[src/design/sshrm_pkg.sv]
// Package for the seeded string hash core: word width, mix constants,
// the item type carried from the byte front end to the mix pipeline,
// and small combinational helpers. No dependencies.
package sshrm_pkg;

    localparam int WORD_BITS   = 64;
    localparam int SEED_BITS   = 64;
    localparam int BYTE_BITS   = 8;
    localparam int HASH_BITS   = 64;
    localparam int HALF_BITS   = WORD_BITS / 2;
    localparam int HIGH_BITS   = WORD_BITS - HALF_BITS;
    localparam int ROT_BITS    = 9;
    localparam int MULT_BITS   = 32;
    localparam int QUEUE_DEPTH = 4;
    localparam int QPTR_BITS   = $clog2(QUEUE_DEPTH);

    localparam logic [MULT_BITS-1:0] MIX_MULT    = 32'h27d4eb2d;
    localparam logic [WORD_BITS-1:0] MIX_XOR     = WORD_BITS'(61);
    localparam int                   MIX_SHIFT_A = 16;
    localparam int                   MIX_SHIFT_B = 3;
    localparam int                   MIX_SHIFT_C = 4;
    localparam int                   MIX_SHIFT_D = 15;

    typedef logic [WORD_BITS-1:0] word_t;

    // One finished string on its way to the mix: accumulator already XORed
    // with the seed, plus the seed to add at the end.
    typedef struct packed {
        word_t mixed_in;
        word_t seed;
    } mix_item_t;

    typedef struct packed {
        logic not_empty;
        logic not_full;
    } queue_status_t;

    function automatic word_t rotl9(input word_t v);
        return {v[WORD_BITS-ROT_BITS-1:0], v[WORD_BITS-1:WORD_BITS-ROT_BITS]};
    endfunction

    // Mix steps ahead of the multiply.
    function automatic word_t premix(input word_t h);
        word_t a;
        word_t b;
        a = (h ^ MIX_XOR) ^ (h >> MIX_SHIFT_A);
        b = a + (a << MIX_SHIFT_B);
        return b ^ (b >> MIX_SHIFT_C);
    endfunction

endpackage

[src/design/sshrm_front.sv]
// Byte front end: keeps the running word, rotates and adds each nonzero
// byte, and pushes a mix item into the queue on the terminating zero byte.
// Depends on sshrm_pkg.
module sshrm_front
    import sshrm_pkg::*;
(
    input  logic                 clk,
    input  logic                 rst_n,
    input  logic                 in_valid,
    output logic                 in_ready,
    input  logic [BYTE_BITS-1:0] text_byte,
    input  word_t                seed,
    input  queue_status_t        q_status,
    output logic                 push,
    output mix_item_t            push_item
);

    logic  inside_reg;
    logic  inside_next;
    word_t acc_reg;
    word_t acc_next;
    word_t base;
    logic  accept;

    assign in_ready = q_status.not_full;
    assign accept   = in_valid && in_ready;

    // A byte that opens a string starts from the current seed.
    assign base = inside_reg ? acc_reg : seed;

    assign push               = accept && (text_byte == '0);
    assign push_item.mixed_in = base ^ seed;
    assign push_item.seed     = seed;

    always_comb
    begin
        inside_next = inside_reg;
        acc_next    = acc_reg;
        if (accept)
        begin
            if (text_byte != '0)
            begin
                inside_next = 1'b1;
                acc_next    = rotl9(base) + WORD_BITS'(text_byte);
            end
            else
            begin
                inside_next = 1'b0;
            end
        end
    end

    always_ff @(posedge clk or negedge rst_n)
    begin
        if (!rst_n)
        begin
            inside_reg <= 1'b0;
        end
        else
        begin
            inside_reg <= inside_next;
        end
    end

    always_ff @(posedge clk)
    begin
        acc_reg <= acc_next;
    end

endmodule

[src/design/sshrm_queue.sv]
// Short queue between the byte front end and the mix pipeline, so that a
// stalled output does not hold up the byte stream. Depends on sshrm_pkg.
module sshrm_queue
    import sshrm_pkg::*;
(
    input  logic          clk,
    input  logic          rst_n,
    input  logic          push,
    input  mix_item_t     push_item,
    input  logic          pop,
    output mix_item_t     head_item,
    output queue_status_t q_status
);

    mix_item_t              entry_reg [QUEUE_DEPTH];
    logic [QPTR_BITS-1:0]   wr_ptr_reg;
    logic [QPTR_BITS-1:0]   wr_ptr_next;
    logic [QPTR_BITS-1:0]   rd_ptr_reg;
    logic [QPTR_BITS-1:0]   rd_ptr_next;
    logic [QPTR_BITS:0]     count_reg;
    logic [QPTR_BITS:0]     count_next;
    logic                   do_push;
    logic                   do_pop;

    assign q_status.not_empty = (count_reg != '0);
    assign q_status.not_full  = (count_reg != (QPTR_BITS+1)'(QUEUE_DEPTH));
    assign do_push            = push && q_status.not_full;
    assign do_pop             = pop && q_status.not_empty;
    assign head_item          = entry_reg[rd_ptr_reg];

    always_comb
    begin
        wr_ptr_next = do_push ? wr_ptr_reg + 1'b1 : wr_ptr_reg;
        rd_ptr_next = do_pop ? rd_ptr_reg + 1'b1 : rd_ptr_reg;
        count_next  = count_reg;
        if (do_push && !do_pop)
        begin
            count_next = count_reg + 1'b1;
        end
        else if (do_pop && !do_push)
        begin
            count_next = count_reg - 1'b1;
        end
    end

    always_ff @(posedge clk or negedge rst_n)
    begin
        if (!rst_n)
        begin
            wr_ptr_reg <= '0;
            rd_ptr_reg <= '0;
            count_reg  <= '0;
        end
        else
        begin
            wr_ptr_reg <= wr_ptr_next;
            rd_ptr_reg <= rd_ptr_next;
            count_reg  <= count_next;
        end
    end

    always_ff @(posedge clk)
    begin
        if (do_push)
        begin
            entry_reg[wr_ptr_reg] <= push_item;
        end
    end

endmodule

[src/design/sshrm_back.sv]
// Mix pipeline: four stages of the shift-multiply mix and the final seed
// add, the last stage being the output register. Depends on sshrm_pkg.
module sshrm_back
    import sshrm_pkg::*;
(
    input  logic                 clk,
    input  logic                 rst_n,
    input  queue_status_t        q_status,
    input  mix_item_t            head_item,
    output logic                 pop,
    output logic                 out_valid,
    input  logic                 out_ready,
    output logic [HASH_BITS-1:0] hash_value
);

    logic  s1_valid_reg;
    logic  s2_valid_reg;
    logic  s3_valid_reg;
    logic  s4_valid_reg;
    logic  advance;

    word_t s1_h_reg;
    word_t s1_seed_reg;
    word_t s2_lo_reg;
    logic [HIGH_BITS-1:0] s2_hi_reg;
    word_t s2_seed_reg;
    word_t s3_h_reg;
    word_t s3_seed_reg;
    word_t s4_hash_reg;

    logic [HALF_BITS+MULT_BITS-1:0] lo_prod;
    logic [HIGH_BITS-1:0]           hi_prod;
    word_t                          mul_sum;

    // The whole pipeline moves together unless a result waits at the output.
    assign advance = !s4_valid_reg || out_ready;
    assign pop     = advance && q_status.not_empty;

    // The product modulo the word is split into two narrow partial products.
    assign lo_prod = s1_h_reg[HALF_BITS-1:0] * MIX_MULT;
    assign hi_prod = s1_h_reg[WORD_BITS-1:HALF_BITS] * MIX_MULT[HIGH_BITS-1:0];
    assign mul_sum = s2_lo_reg + {s2_hi_reg, HALF_BITS'(0)};

    always_ff @(posedge clk or negedge rst_n)
    begin
        if (!rst_n)
        begin
            s1_valid_reg <= 1'b0;
            s2_valid_reg <= 1'b0;
            s3_valid_reg <= 1'b0;
            s4_valid_reg <= 1'b0;
        end
        else if (advance)
        begin
            s1_valid_reg <= q_status.not_empty;
            s2_valid_reg <= s1_valid_reg;
            s3_valid_reg <= s2_valid_reg;
            s4_valid_reg <= s3_valid_reg;
        end
    end

    always_ff @(posedge clk)
    begin
        if (advance)
        begin
            s1_h_reg    <= premix(head_item.mixed_in);
            s1_seed_reg <= head_item.seed;
            s2_lo_reg   <= WORD_BITS'(lo_prod);
            s2_hi_reg   <= hi_prod;
            s2_seed_reg <= s1_seed_reg;
            s3_h_reg    <= mul_sum ^ (mul_sum >> MIX_SHIFT_D);
            s3_seed_reg <= s2_seed_reg;
            s4_hash_reg <= s3_h_reg + s3_seed_reg;
        end
    end

    assign out_valid  = s4_valid_reg;
    assign hash_value = HASH_BITS'(s4_hash_reg);

endmodule

[src/design/seeded_string_hash_rotate_mix_core.sv]
// Seeded string hash core: byte front end, item queue and mix pipeline.
// Accepts one byte per cycle while the queue has room; a zero byte ends the string and yields the hash.
// After the zero byte is taken, its item enters the queue and, with an idle output, passes
// the four mix stages to hash_value; throughput is one byte per cycle while the queue has
// room, set by the rotate-and-add that updates the accumulator register on each accepted byte.
// Reset clears the seed to zero, the string-in-progress flag, queue and stages.
module seeded_string_hash_rotate_mix_core
    import sshrm_pkg::*;
(
    input  logic                 clk,
    input  logic                 rst_n,
    input  logic                 cfg_valid,
    output logic                 cfg_ready,
    input  logic [SEED_BITS-1:0] cfg_data,
    input  logic                 in_valid,
    output logic                 in_ready,
    input  logic [BYTE_BITS-1:0] text_byte,
    output logic                 out_valid,
    input  logic                 out_ready,
    output logic [HASH_BITS-1:0] hash_value
);

    logic [SEED_BITS-1:0] seed_reg;
    word_t                seed;
    queue_status_t        q_status;
    logic                 push;
    logic                 pop;
    mix_item_t            push_item;
    mix_item_t            head_item;

    assign cfg_ready = 1'b1;
    assign seed      = seed_reg[WORD_BITS-1:0];

    always_ff @(posedge clk or negedge rst_n)
    begin
        if (!rst_n)
        begin
            seed_reg <= '0;
        end
        else if (cfg_valid && cfg_ready)
        begin
            seed_reg <= cfg_data;
        end
    end

    sshrm_front u_front (
        .clk       (clk),
        .rst_n     (rst_n),
        .in_valid  (in_valid),
        .in_ready  (in_ready),
        .text_byte (text_byte),
        .seed      (seed),
        .q_status  (q_status),
        .push      (push),
        .push_item (push_item)
    );

    sshrm_queue u_queue (
        .clk       (clk),
        .rst_n     (rst_n),
        .push      (push),
        .push_item (push_item),
        .pop       (pop),
        .head_item (head_item),
        .q_status  (q_status)
    );

    sshrm_back u_back (
        .clk        (clk),
        .rst_n      (rst_n),
        .q_status   (q_status),
        .head_item  (head_item),
        .pop        (pop),
        .out_valid  (out_valid),
        .out_ready  (out_ready),
        .hash_value (hash_value)
    );

endmodule

[config.mk]
export PLATFORM = sky130hd
export DESIGN_NAME = seeded_string_hash_rotate_mix_core
export DESIGN_NICKNAME = d
export VERILOG_FILES = /design/src/design/sshrm_pkg.sv /design/src/design/sshrm_front.sv /design/src/design/sshrm_queue.sv /design/src/design/sshrm_back.sv /design/src/design/seeded_string_hash_rotate_mix_core.sv
export SDC_FILE = /design/constraint.sdc
export NUM_CORES = 2
export LEC_CHECK = 0
export BUFFER_PORTS_ARGS = -buffer_cell sky130_fd_sc_hd__buf_2
export CAP_MARGIN = 20
export CELL_PAD_IN_SITES_DETAIL_PLACEMENT = 1
export CELL_PAD_IN_SITES_GLOBAL_PLACEMENT = 2
export CORE_MARGIN = 10
export CORE_UTILIZATION = 30
export DETAILED_ROUTE_END_ITERATION = 8
export PLACE_DENSITY_LB_ADDON = 0.1
export SKIP_LAST_GASP = 1
export SLEW_MARGIN = 0
export SYNTH_ARGS = -nofsm -noshare
export SYNTH_HDL_FRONTEND = slang
export SYNTH_SLANG_ARGS = --single-unit
[constraint.sdc]
create_clock -name clk -period 16.3 [get_ports clk]
set_input_delay 3.26 -clock clk [delete_from_list [all_inputs] [get_ports clk]]
set_output_delay 3.26 -clock clk [all_outputs]
set_load 0.005 [all_outputs]
==> metrics <==
most common cell after layout, fill and taps aside edfxtp_1; pre-CTS setup slack 7.85 ns; Hold Vio Cnt, Final 0; #FFs+latches synth 1130; Area contributors post-synth edfxtp_1 40%, fa_1 17%, ha_1 11%; unrepaired setup endpoints after global routing false; clock sink total 1130; worst slew pin tran 1.04 ns; Largest register FFs 512; most frequent cells in the layout 1054 x edfxtp_1, 998 x inv_1, 710 x ha_1, 670 x fa_1, 352 x xnor2_1; WP data required 16.82 ns; drt via density 4.70; cell count after synthesis 5951; Critical Path Most Common Cell fa_1; CTS tree built; period utilization 52.3%; first-pass GRT wire length 362000 um; hold_buf cts 0; routed len/inst 25.5 um; Slew headroom 30.1%; syn nets 7408; Vias 45400; # port buffers 142; CP endpoint kind flip-flop; Post-synth ARST share 6.73%; number of nets in the layout 7609; Initial DRC Count 2501; HP Class flip-flop to flip-flop; final core utilization 33.8%; total setup buffers inserted after CTS 0; Die H 531 um; area grow syn2layout 12.1%; Setup CP Type flip-flop to flip-flop; mean area per synthesized cell 13.2 um^2; cells along the critical path ha_1, inv_1, fa_1, fa_1, inv_1, fa_1, fa_1, fa_1, fa_1, inv_1, fa_1, inv_1, ha_1, nand2_1, or4b_2, a21oi_1, o31ai_1, a31oi_1, o221ai_1, o21a_1, nand4b_1, a31oi_1, xnor2_1; Fill cells 27600; worst skew pair latency 0.81 ns; Max Root-Sink Buffers 3; number of synthesis warnings 0; Resized Gates After CTS 0; Buf/Inv on CP 4; slowest cell delay on critical path 0.93 ns; CTS Buf Count 137; Period minus WS final 8.52 ns; final setup TNS 0 ns; vias in the first global route 50500; Startpoint Class flip-flop; Post-synth EDFFs 1054; fraction of layout cells with a size suffix above 1 10.8%; Worst Skew 0.0512 ns; Crit Path Max Fanout 10; Core ar. 0.260 mm^2; status completed; Fmax achieved 0.117 GHz; H-tree levels 4; grt total ovfl 0; initial antenna violation count 12; Mapped Area 0.0783 mm^2; DRC violations left 0; Cell Rows 187; Starting Density 30.1%; full die area 0.282 mm^2; most common flop cell mapped by yosys edfxtp_1; Max Slew Vio Count 0; part of the Yosys area used for sequential elements 42.9%; slowest stage cell, crit path edfxtp_1; Chip Width 531 um; Top-Level Pins 144; DP Wirelength 200000 um; delay-heaviest family, CP adder cells; CTS Root Cell clkbuf_16; DR pass1 iterations 5; final setup vio count 0; final setup margin 7.78 ns; max-capacitance violation count 0; Placer Congestion 0.843; largest area contributor in the netlist edfxtp_1; GRT Resource Usage Total 17.5%; hold slack 0.404 ns; post-synth cell types 113; CP arrival 9.04 ns; largest net degree at the start of global routing 125; post-synth top area share 40.4%; DRT Wirelength 247000 um; Worst-path clk slew 0.07 ns; ANT nets after route 0; Register Area 0.0336 mm^2; area of the multi-input gates 0.0405 mm^2
-- layout make-up --
cell class,count,area share (%)
antenna,4,0.0114
clock buffer,170,4.14
clock inverter,80,1.14
inverter,999,4.27
multi-input combinational,3701,46.2
sequential,1130,38.2
tap,3402,4.85
timing repair buffer,183,1.19
-- worst reg2reg max path: cells and delay by family (launching register included) --
family | cells | cell delay [ns]
AOI/OAI and AO/OA | 6 | 1.72
DFF | 1 | 0.93
xor gates and xnor gates | 1 | 0.15
buffers and inverters | 4 | 0.28
adders and majority gates | 9 | 4.27
and+or+nand+nor | 3 | 0.89
-- cells by family (layout without fill, tap and decap cells) --
| family | after synthesis | in the layout | synth area share (%) |
|---|---|---|---|
| adder cells (fa/ha/maj) | 1380 | 1380 | 28.5 |
| flip-flops | 1130 | 1130 | 42.9 |
| buffers and inverters | 1120 | 1432 | 5.44 |
| AO/OA/AOI/OAI | 812 | 812 | 7.01 |
| AND/OR/NAND/NOR | 670 | 670 | 4.22 |
| XOR/XNOR | 574 | 574 | 6.46 |
| multiplexers | 264 | 264 | 5.54 |
| other | 1 | 5 | 0.00479 |
-- worst paths after layout --
path	from	end	slack (ns)	cells after the start
hold / removal	u_back.s1_seed_reg[59]$_DFFE_PN_	u_back.s2_seed_reg[59]$_DFFE_PN_	0.40	0
hold reg to reg	u_back.s1_seed_reg[59]$_DFFE_PN_	u_back.s2_seed_reg[59]$_DFFE_PN_	0.40	0
min in group asynchronous	rst_n	seed[1]$_DFFE_PN0P_	2.37	1
setup reg to reg	u_back.s1_h_reg[5]$_DFFE_PN_	u_back.s2_lo_reg[61]$_DFFE_PN_	7.78	23
setup / recovery	u_back.s1_h_reg[5]$_DFFE_PN_	u_back.s2_lo_reg[61]$_DFFE_PN_	7.78	23
max in group asynchronous	rst_n	u_queue.rd_ptr_reg[1]$_DFFE_PN0P_	12.75	2
-- metrics by stage --
stage / area (um^2) / std cells
after CTS: 87800 / 9665
after global placement: 83100 / 9415
after global routing: 87800 / 9666
after floorplan: 78300 / 5951
final: 87800 / 9669
after detailed placement: 83100 / 9415
-- cell usage after synthesis, drive strengths merged (83+ instances only) --
cell    number
inv        999
fa         670
clkbuf      83
mux4       128
nand2      163
nor2       201
xnor2      353
xor2       220
ha         710
a21o       153
o21ai      133
a21oi      253
edfxtp    1054
-- per-layer routing --
layer	global-route usage, %	vias up	part of all wire, %
li1	-	21000	-
met1	25.1	23600	48
met2	28.8	588	48
met3	2.11	182	2.9
met4	3.11	0	1.4
met5	0	-	0
Power is not shown: default switching activity piles up to over one toggle a cycle in this logic, so the estimate is an artifact.
